===== config.mk =====
export PLATFORM = sky130hd
export DESIGN_NAME = knn_ctrl
export DESIGN_NICKNAME = d
export VERILOG_FILES = /design/src/design/knn_idw_table_interpolator_macros.svh /design/src/design/knn_pkg.sv /design/src/design/knn_ctrl.sv
export SDC_FILE = /design/constraint.sdc
export NUM_CORES = 1
export LEC_CHECK = 0
export ABC_AREA = 1
export BUFFER_PORTS_ARGS = -buffer_cell sky130_fd_sc_hd__clkbuf_2
export CAP_MARGIN = 20
export CORE_AREA = 2 2 52 54
export DETAILED_ROUTE_END_ITERATION = 12
export DIE_AREA = 0 0 54 56
export PLACE_DENSITY = 0.8
export SLEW_MARGIN = 20
export SYNTH_ARGS = -nofsm -noshare
export SYNTH_HDL_FRONTEND = slang
export SYNTH_SLANG_ARGS = --single-unit

===== constraint.sdc =====
create_clock -name i_clk -period 4.4 [get_ports i_clk]
set_input_delay 0.44 -clock i_clk [delete_from_list [all_inputs] [get_ports i_clk]]
set_output_delay 0.44 -clock i_clk [all_outputs]
set_load 0.01 [all_outputs]

===== src/design/knn_idw_table_interpolator_macros.svh =====
// Assertion macros used by the interpolator datapath (knn_dp).
`ifndef KNN_IDW_TABLE_INTERPOLATOR_MACROS_SVH
`define KNN_IDW_TABLE_INTERPOLATOR_MACROS_SVH
`ifndef NO_ASSERTIONS
`define KNN_ASSERT_IMP(lbl, clk, rst_n, ante, cons) \
    lbl: assert property (@(posedge clk) disable iff (!rst_n) (ante) |-> (cons)) \
        else $error("assertion failed");
`define KNN_ASSERT_NEXT(lbl, clk, rst_n, ante, cons) \
    lbl: assert property (@(posedge clk) disable iff (!rst_n) (ante) |=> (cons)) \
        else $error("assertion failed");
`else
`define KNN_ASSERT_IMP(lbl, clk, rst_n, ante, cons)
`define KNN_ASSERT_NEXT(lbl, clk, rst_n, ante, cons)
`endif
`endif


===== src/design/knn_pkg.sv =====
`timescale 1ns / 1ps
// ----------------------------------------------------------------------------
// knn_pkg
// Types, widths and codes shared by the table interpolator modules.
// ----------------------------------------------------------------------------
package knn_pkg;
    localparam int TABLE_DEPTH_DEF = 256;
    localparam int MAX_NB_DEF      = 8;
    localparam int ANG_W      = 17;
    localparam int COEF_W     = 32;
    localparam int NCOEF      = 6;
    localparam int ROW_W      = 2 * ANG_W + NCOEF * COEF_W;
    localparam int S_TDATA_W  = ((ROW_W + 7) / 8) * 8;
    localparam int M_TDATA_W  = NCOEF * COEF_W;
    localparam int KIND_W     = 2;
    localparam int STAT_W     = 3;
    localparam int SCALE_W    = 16;
    localparam int NU_W       = 4;
    localparam int CFG_IDX_W  = 2;
    localparam int CFG_DATA_W = 16;
    localparam int MAG_W      = ANG_W + 1;
    localparam int DIST_W     = MAG_W + SCALE_W - 8;
    localparam int D2_W       = 2 * DIST_W + 1;
    localparam int DIV_W      = 64;
    localparam int W_W        = 17;
    localparam int ACC_W      = 64;
    localparam int SHIFT_W    = 4;
    localparam int NB_IDX_W   = 5;
    localparam int NB_CNT_W   = 6;
    localparam int CO_IDX_W   = 3;
    localparam int NUM_LIMIT_BIT = 47;

    typedef enum logic [KIND_W-1:0] {
        KIND_LOAD  = 2'd0,
        KIND_QUERY = 2'd1,
        KIND_CLEAR = 2'd2
    } t_kind;

    typedef enum logic [STAT_W-1:0] {
        STS_BLEND   = 3'd0,
        STS_EXACT   = 3'd1,
        STS_EMPTY   = 3'd2,
        STS_LOADED  = 3'd3,
        STS_FULL    = 3'd4,
        STS_CLEARED = 3'd5
    } t_status;

    typedef enum logic [CFG_IDX_W-1:0] {
        CFG_ALPHA_SCALE = 2'd0,
        CFG_BETA_SCALE  = 2'd1,
        CFG_NEIGHBORS   = 2'd2
    } t_cfg_reg;

    typedef enum logic [1:0] {
        SRC_ZERO,
        SRC_ROW,
        SRC_RES
    } t_src;

    typedef enum logic [3:0] {
        ST_IDLE,
        ST_DECODE,
        ST_SCAN,
        ST_HIT_RD,
        ST_PREP,
        ST_W_START,
        ST_W_WAIT,
        ST_W_LATCH,
        ST_MUL,
        ST_FLUSH,
        ST_B_START,
        ST_B_WAIT,
        ST_B_STORE,
        ST_EMIT
    } t_state;

    typedef struct packed {
        logic                capture;
        logic                clear;
        logic                load_wr;
        logic                scan_start;
        logic                hit_read;
        logic                prep;
        logic                wdiv_start;
        logic                w_latch;
        logic                mul;
        logic                bdiv_start;
        logic                b_store;
        logic                emit;
        logic [NB_IDX_W-1:0] nb;
        logic [CO_IDX_W-1:0] co;
        t_status             status;
        t_src                src;
    } t_cmd;

    typedef struct packed {
        t_kind               kind;
        logic                empty;
        logic                full;
        logic                scan_busy;
        logic                hit;
        logic [NB_CNT_W-1:0] nsel;
        logic                div_done;
        logic                out_free;
    } t_sts;
endpackage


===== src/design/knn_ctrl.sv =====
`timescale 1ns / 1ps
// ----------------------------------------------------------------------------
// knn_ctrl
// Sequencer for load, clear and query requests.
// ----------------------------------------------------------------------------
module knn_ctrl
    import knn_pkg::*;
(
    input  logic i_clk,
    input  logic i_rst_n,
    input  logic i_s_tvalid,
    output logic o_s_tready,
    input  t_sts i_sts,
    output t_cmd o_cmd
);
    t_state              r_state, n_state;
    logic [NB_IDX_W-1:0] r_j, n_j;
    logic [CO_IDX_W-1:0] r_c, n_c;
    t_status             r_status, n_status;
    t_src                r_src, n_src;

    always_ff @(posedge i_clk) begin
        if (!i_rst_n) begin
            r_state  <= ST_IDLE;
            r_j      <= '0;
            r_c      <= '0;
            r_status <= STS_EMPTY;
            r_src    <= SRC_ZERO;
        end else begin
            r_state  <= n_state;
            r_j      <= n_j;
            r_c      <= n_c;
            r_status <= n_status;
            r_src    <= n_src;
        end
    end

    always_comb begin
        n_state    = r_state;
        n_j        = r_j;
        n_c        = r_c;
        n_status   = r_status;
        n_src      = r_src;
        o_cmd      = '0;
        o_cmd.nb   = r_j;
        o_cmd.co   = r_c;
        o_cmd.status = r_status;
        o_cmd.src  = r_src;
        o_s_tready = 1'b0;
        case (r_state)
            ST_IDLE: begin
                o_s_tready = 1'b1;
                if (i_s_tvalid) begin
                    o_cmd.capture = 1'b1;
                    n_state = ST_DECODE;
                end
            end
            ST_DECODE: begin
                n_src = SRC_ZERO;
                case (i_sts.kind)
                    KIND_CLEAR: begin
                        o_cmd.clear = 1'b1;
                        n_status = STS_CLEARED;
                        n_state  = ST_EMIT;
                    end
                    KIND_LOAD: begin
                        if (i_sts.full) begin
                            n_status = STS_FULL;
                        end else begin
                            o_cmd.load_wr = 1'b1;
                            n_status = STS_LOADED;
                        end
                        n_state = ST_EMIT;
                    end
                    default: begin
                        if (i_sts.empty) begin
                            n_status = STS_EMPTY;
                            n_state  = ST_EMIT;
                        end else begin
                            o_cmd.scan_start = 1'b1;
                            n_state = ST_SCAN;
                        end
                    end
                endcase
            end
            ST_SCAN: begin
                if (!i_sts.scan_busy) begin
                    if (i_sts.hit) begin
                        o_cmd.hit_read = 1'b1;
                        n_state = ST_HIT_RD;
                    end else begin
                        n_state = ST_PREP;
                    end
                end
            end
            ST_HIT_RD: begin
                n_status = STS_EXACT;
                n_src    = SRC_ROW;
                n_state  = ST_EMIT;
            end
            ST_PREP: begin
                o_cmd.prep = 1'b1;
                n_j = '0;
                n_state = ST_W_START;
            end
            ST_W_START: begin
                o_cmd.wdiv_start = 1'b1;
                n_state = ST_W_WAIT;
            end
            ST_W_WAIT: begin
                if (i_sts.div_done) begin
                    n_state = ST_W_LATCH;
                end
            end
            ST_W_LATCH: begin
                o_cmd.w_latch = 1'b1;
                n_c = '0;
                n_state = ST_MUL;
            end
            ST_MUL: begin
                o_cmd.mul = 1'b1;
                n_c = r_c + 1'b1;
                if (r_c == CO_IDX_W'(NCOEF - 1)) begin
                    n_state = ST_FLUSH;
                end
            end
            ST_FLUSH: begin
                n_j = r_j + 1'b1;
                n_c = '0;
                if (NB_CNT_W'(r_j) + 1'b1 == i_sts.nsel) begin
                    n_state = ST_B_START;
                end else begin
                    n_state = ST_W_START;
                end
            end
            ST_B_START: begin
                o_cmd.bdiv_start = 1'b1;
                n_state = ST_B_WAIT;
            end
            ST_B_WAIT: begin
                if (i_sts.div_done) begin
                    n_state = ST_B_STORE;
                end
            end
            ST_B_STORE: begin
                o_cmd.b_store = 1'b1;
                if (r_c == CO_IDX_W'(NCOEF - 1)) begin
                    n_status = STS_BLEND;
                    n_src    = SRC_RES;
                    n_state  = ST_EMIT;
                end else begin
                    n_c = r_c + 1'b1;
                    n_state = ST_B_START;
                end
            end
            ST_EMIT: begin
                if (i_sts.out_free) begin
                    o_cmd.emit = 1'b1;
                    n_state = ST_IDLE;
                end
            end
            default: begin
                n_state = ST_IDLE;
            end
        endcase
    end
endmodule

==> results.toml <==
[outcome]
status = "complete, no violations"

[synth]
netlist_instances = 205
ys_top_cells_by_count = "49 x nand2_1, 29 x inv_1, 28 x nor2_1"
synthMuxAreaShare_pct = 0
synth_top_family_by_area = "simple AND/OR/NAND/NOR gates"
ys_ff_latch = 17
synth_fp_nets = 225
synthAdderAreaFrac_pct = 3.07
synth_ff_type = "dfxtp_1"
avgSynthCellArea_um2 = 5.97
synth-edff-count = 0
synthArstFlopShare_pct = 0
synth_area_um2 = 1220
synthSimpleGateAreaFrac_pct = 38.1
ys_warn_count = 0
yosys-top-cells-area = "dfxtp_1 28%, nand2_1 15%, inv_1 8.9%"
yosysSeqAreaShare_pct = 27.8
synth_top_area_cell = "dfxtp_1"
synth_cell_types = 26
synth-compound-area-share_pct = 17.5
synth_top_area_share_pct = 27.8
synth.most_common_cell = "nand2_1"
synthXorXnorAreaFrac_pct = 1.43

[floorplanning]
core-area_um2 = 2430
rows = 18
num_io_pins = 43
die-area_um2 = 3020
die_y_um = 56
die_width_um = 54
start_util_pct = 50.3

[routing]
drc = 0
routedWlPerCell_um = 10.8
postRouteAntennaNets = 0
first_iter_violations = 48
drt_pass1_iterations = 4
num_vias = 1410
via_per_inst = 5.07
drt-total-wl_mm = 2.99

[layout]
fin_util_pct = 60.9
syn2layout_area_growth_pct = 21.1
final_cell_count_no_fill = 278
nFillCells = 259
drive_gt1_share_pct = 24.2
diodes = 0
layout.nets = 269

[global_routing]
grt_max_degree = 13
grt_overflow_total = 0
first_global_vias = 1201
grt_usage_pct = 21.4
grt_pass1_wl_mm = 5.09
antenna_found_initial = 0

[critical_path]
worstSetupStartpointType = "flop"
critPathCaptureType = "output pin"
cp.arrival_ps = 1610
cp_max_fo = 7
r2r_start = "r_state[0]$_SDFFE_PN0P_"
crit_required_ps = 3960
path_class = "reg2out"
crit_start = "r_state[0]$_SDFFE_PN0P_"

[place]
dp_cells = 274
globalplace.congestion = 0.953
place_ws_ps = 2500
portBuffers = 42
hpwlAfterDp_mm = 2.40

[cts]
cts_hold_buf = 0
cts.repair.resized = 0
clkTransAtPathRegs_ps = 100
post_cts_buffers = 0
cts_tree = "yes"
numCtsBuffers = 3
clk_latency_ps = 290
root_buffer = "clkbuf_4"
clkSinkCount = 17
cts_max_path_buffers = 2
cts_max_level = 1

[power_and_ir_drop]
vdd_ir_drop_max_mv = 0.317
p_per_area_nw_per_um2 = 477
p_leak_nw = 0.771

[timing]
rsz0062_at_grt = "no"
fin_setup_tns_ps = 0
period_share_pct = 46.7
tightest_slew_ps = 660
setup_viol = 0
timing.fmax_ghz = 0.487
slew_headroom_pct = 55.8
drv_slew = 0
finalHoldViolCount = 0
setup_ws_ps = 2350
skew_ps = 5.71
period_minus_slack_ps = 2050

[hold_path]
holdCritStartpoint = "i_rst_n"
hold_class = "in2reg"

[flow_run]
drv_cap = 0
metrics by stage:
stage	area (um2)	hold WS, ps	total power [mW]
3_3_place_gp	1460	459	0.620
2_1_floorplan	1220	456	0.513
5_1_grt	1480	459	0.779
3_5_place_dp	1460	460	0.622
4_1_cts	1480	449	0.708
6_report	1480	458	0.706
logic make-up (layout without fill, tap and decap cells):
family / after synthesis / after routing
flip-flops: 17 / 17
adder cells (fa/ha/maj): 3 / 3
XOR/XNOR: 2 / 2
AO/OA/AOI/OAI: 37 / 37
AND/OR/NAND/NOR: 108 / 108
buffers and inverters: 38 / 81
cells in the final DEF, fill, tap and decap left out, types with 2 or more instances in the layout:
master / netlist / routed
nor2_1: 28 / 28
o21ai_0: 15 / 15
inv_2: 6 / 6
nor2_4: 2 / 2
a21oi_1: 15 / 15
inv_1: 29 / 29
ha_1: 3 / 3
nor3_1: 5 / 5
clkbuf_4: 0 / 3
nand2_1: 49 / 49
nor4_1: 2 / 2
nor2_2: 3 / 3
nand3_1: 16 / 16
clkbuf_2: 0 / 42
nand4_1: 3 / 3
dfxtp_1: 17 / 17
registers in the layout, indices dropped and copies added, names as in the netlist:
signal,count
r_state,4
r_c,3
r_j,5
r_src,2
r_status,3
where the power goes:
part,switching (mW),leakage (nW),internal [mW]
Combinational,0.252,0.617,0.145
Clock,0.0495,0.0150,0.0352
Sequential,0.0332,0.138,0.191
cell type report:
cell class	count	area, um2	area share [%]
sequential	17	340	23.0
inverter	35	131	8.87
timing repair buffer	42	210	14.2
multi-input combinational	150	736	49.7
clock buffer	4	26.3	1.77
tap	30	37.5	2.53
critical path: stages (launching register included):
cell	delay, ps
dfxtp_1	480
nand2_1	200
nor2_2	230
inv_1	80
nor4_1	170
clkbuf_2	180
layer usage:
| layer | wire (um) | vias to the layer above | track usage [%] |
|---|---|---|---|
| met5 | 0 | - | 0 |
| met4 | 0 | 0 | 4.29 |
| met3 | 191 | 0 | 4.57 |
| met2 | 1320 | 43 | 32.9 |
| met1 | 1480 | 622 | 30.5 |
| li1 | - | 745 | - |
worst paths after layout:
check,cells past startpoint,slack [ps],to
hold reg to reg,2,480,r_src[1]$_SDFFE_PN0P_
hold / removal,3,460,r_j[0]$_SDFFE_PN0P_
setup / recovery,5,2350,o_cmd[22]
setup reg to reg,7,2470,r_c[1]$_SDFFE_PN0P_
No activity file was read; power rests on OpenSTA's default activity.
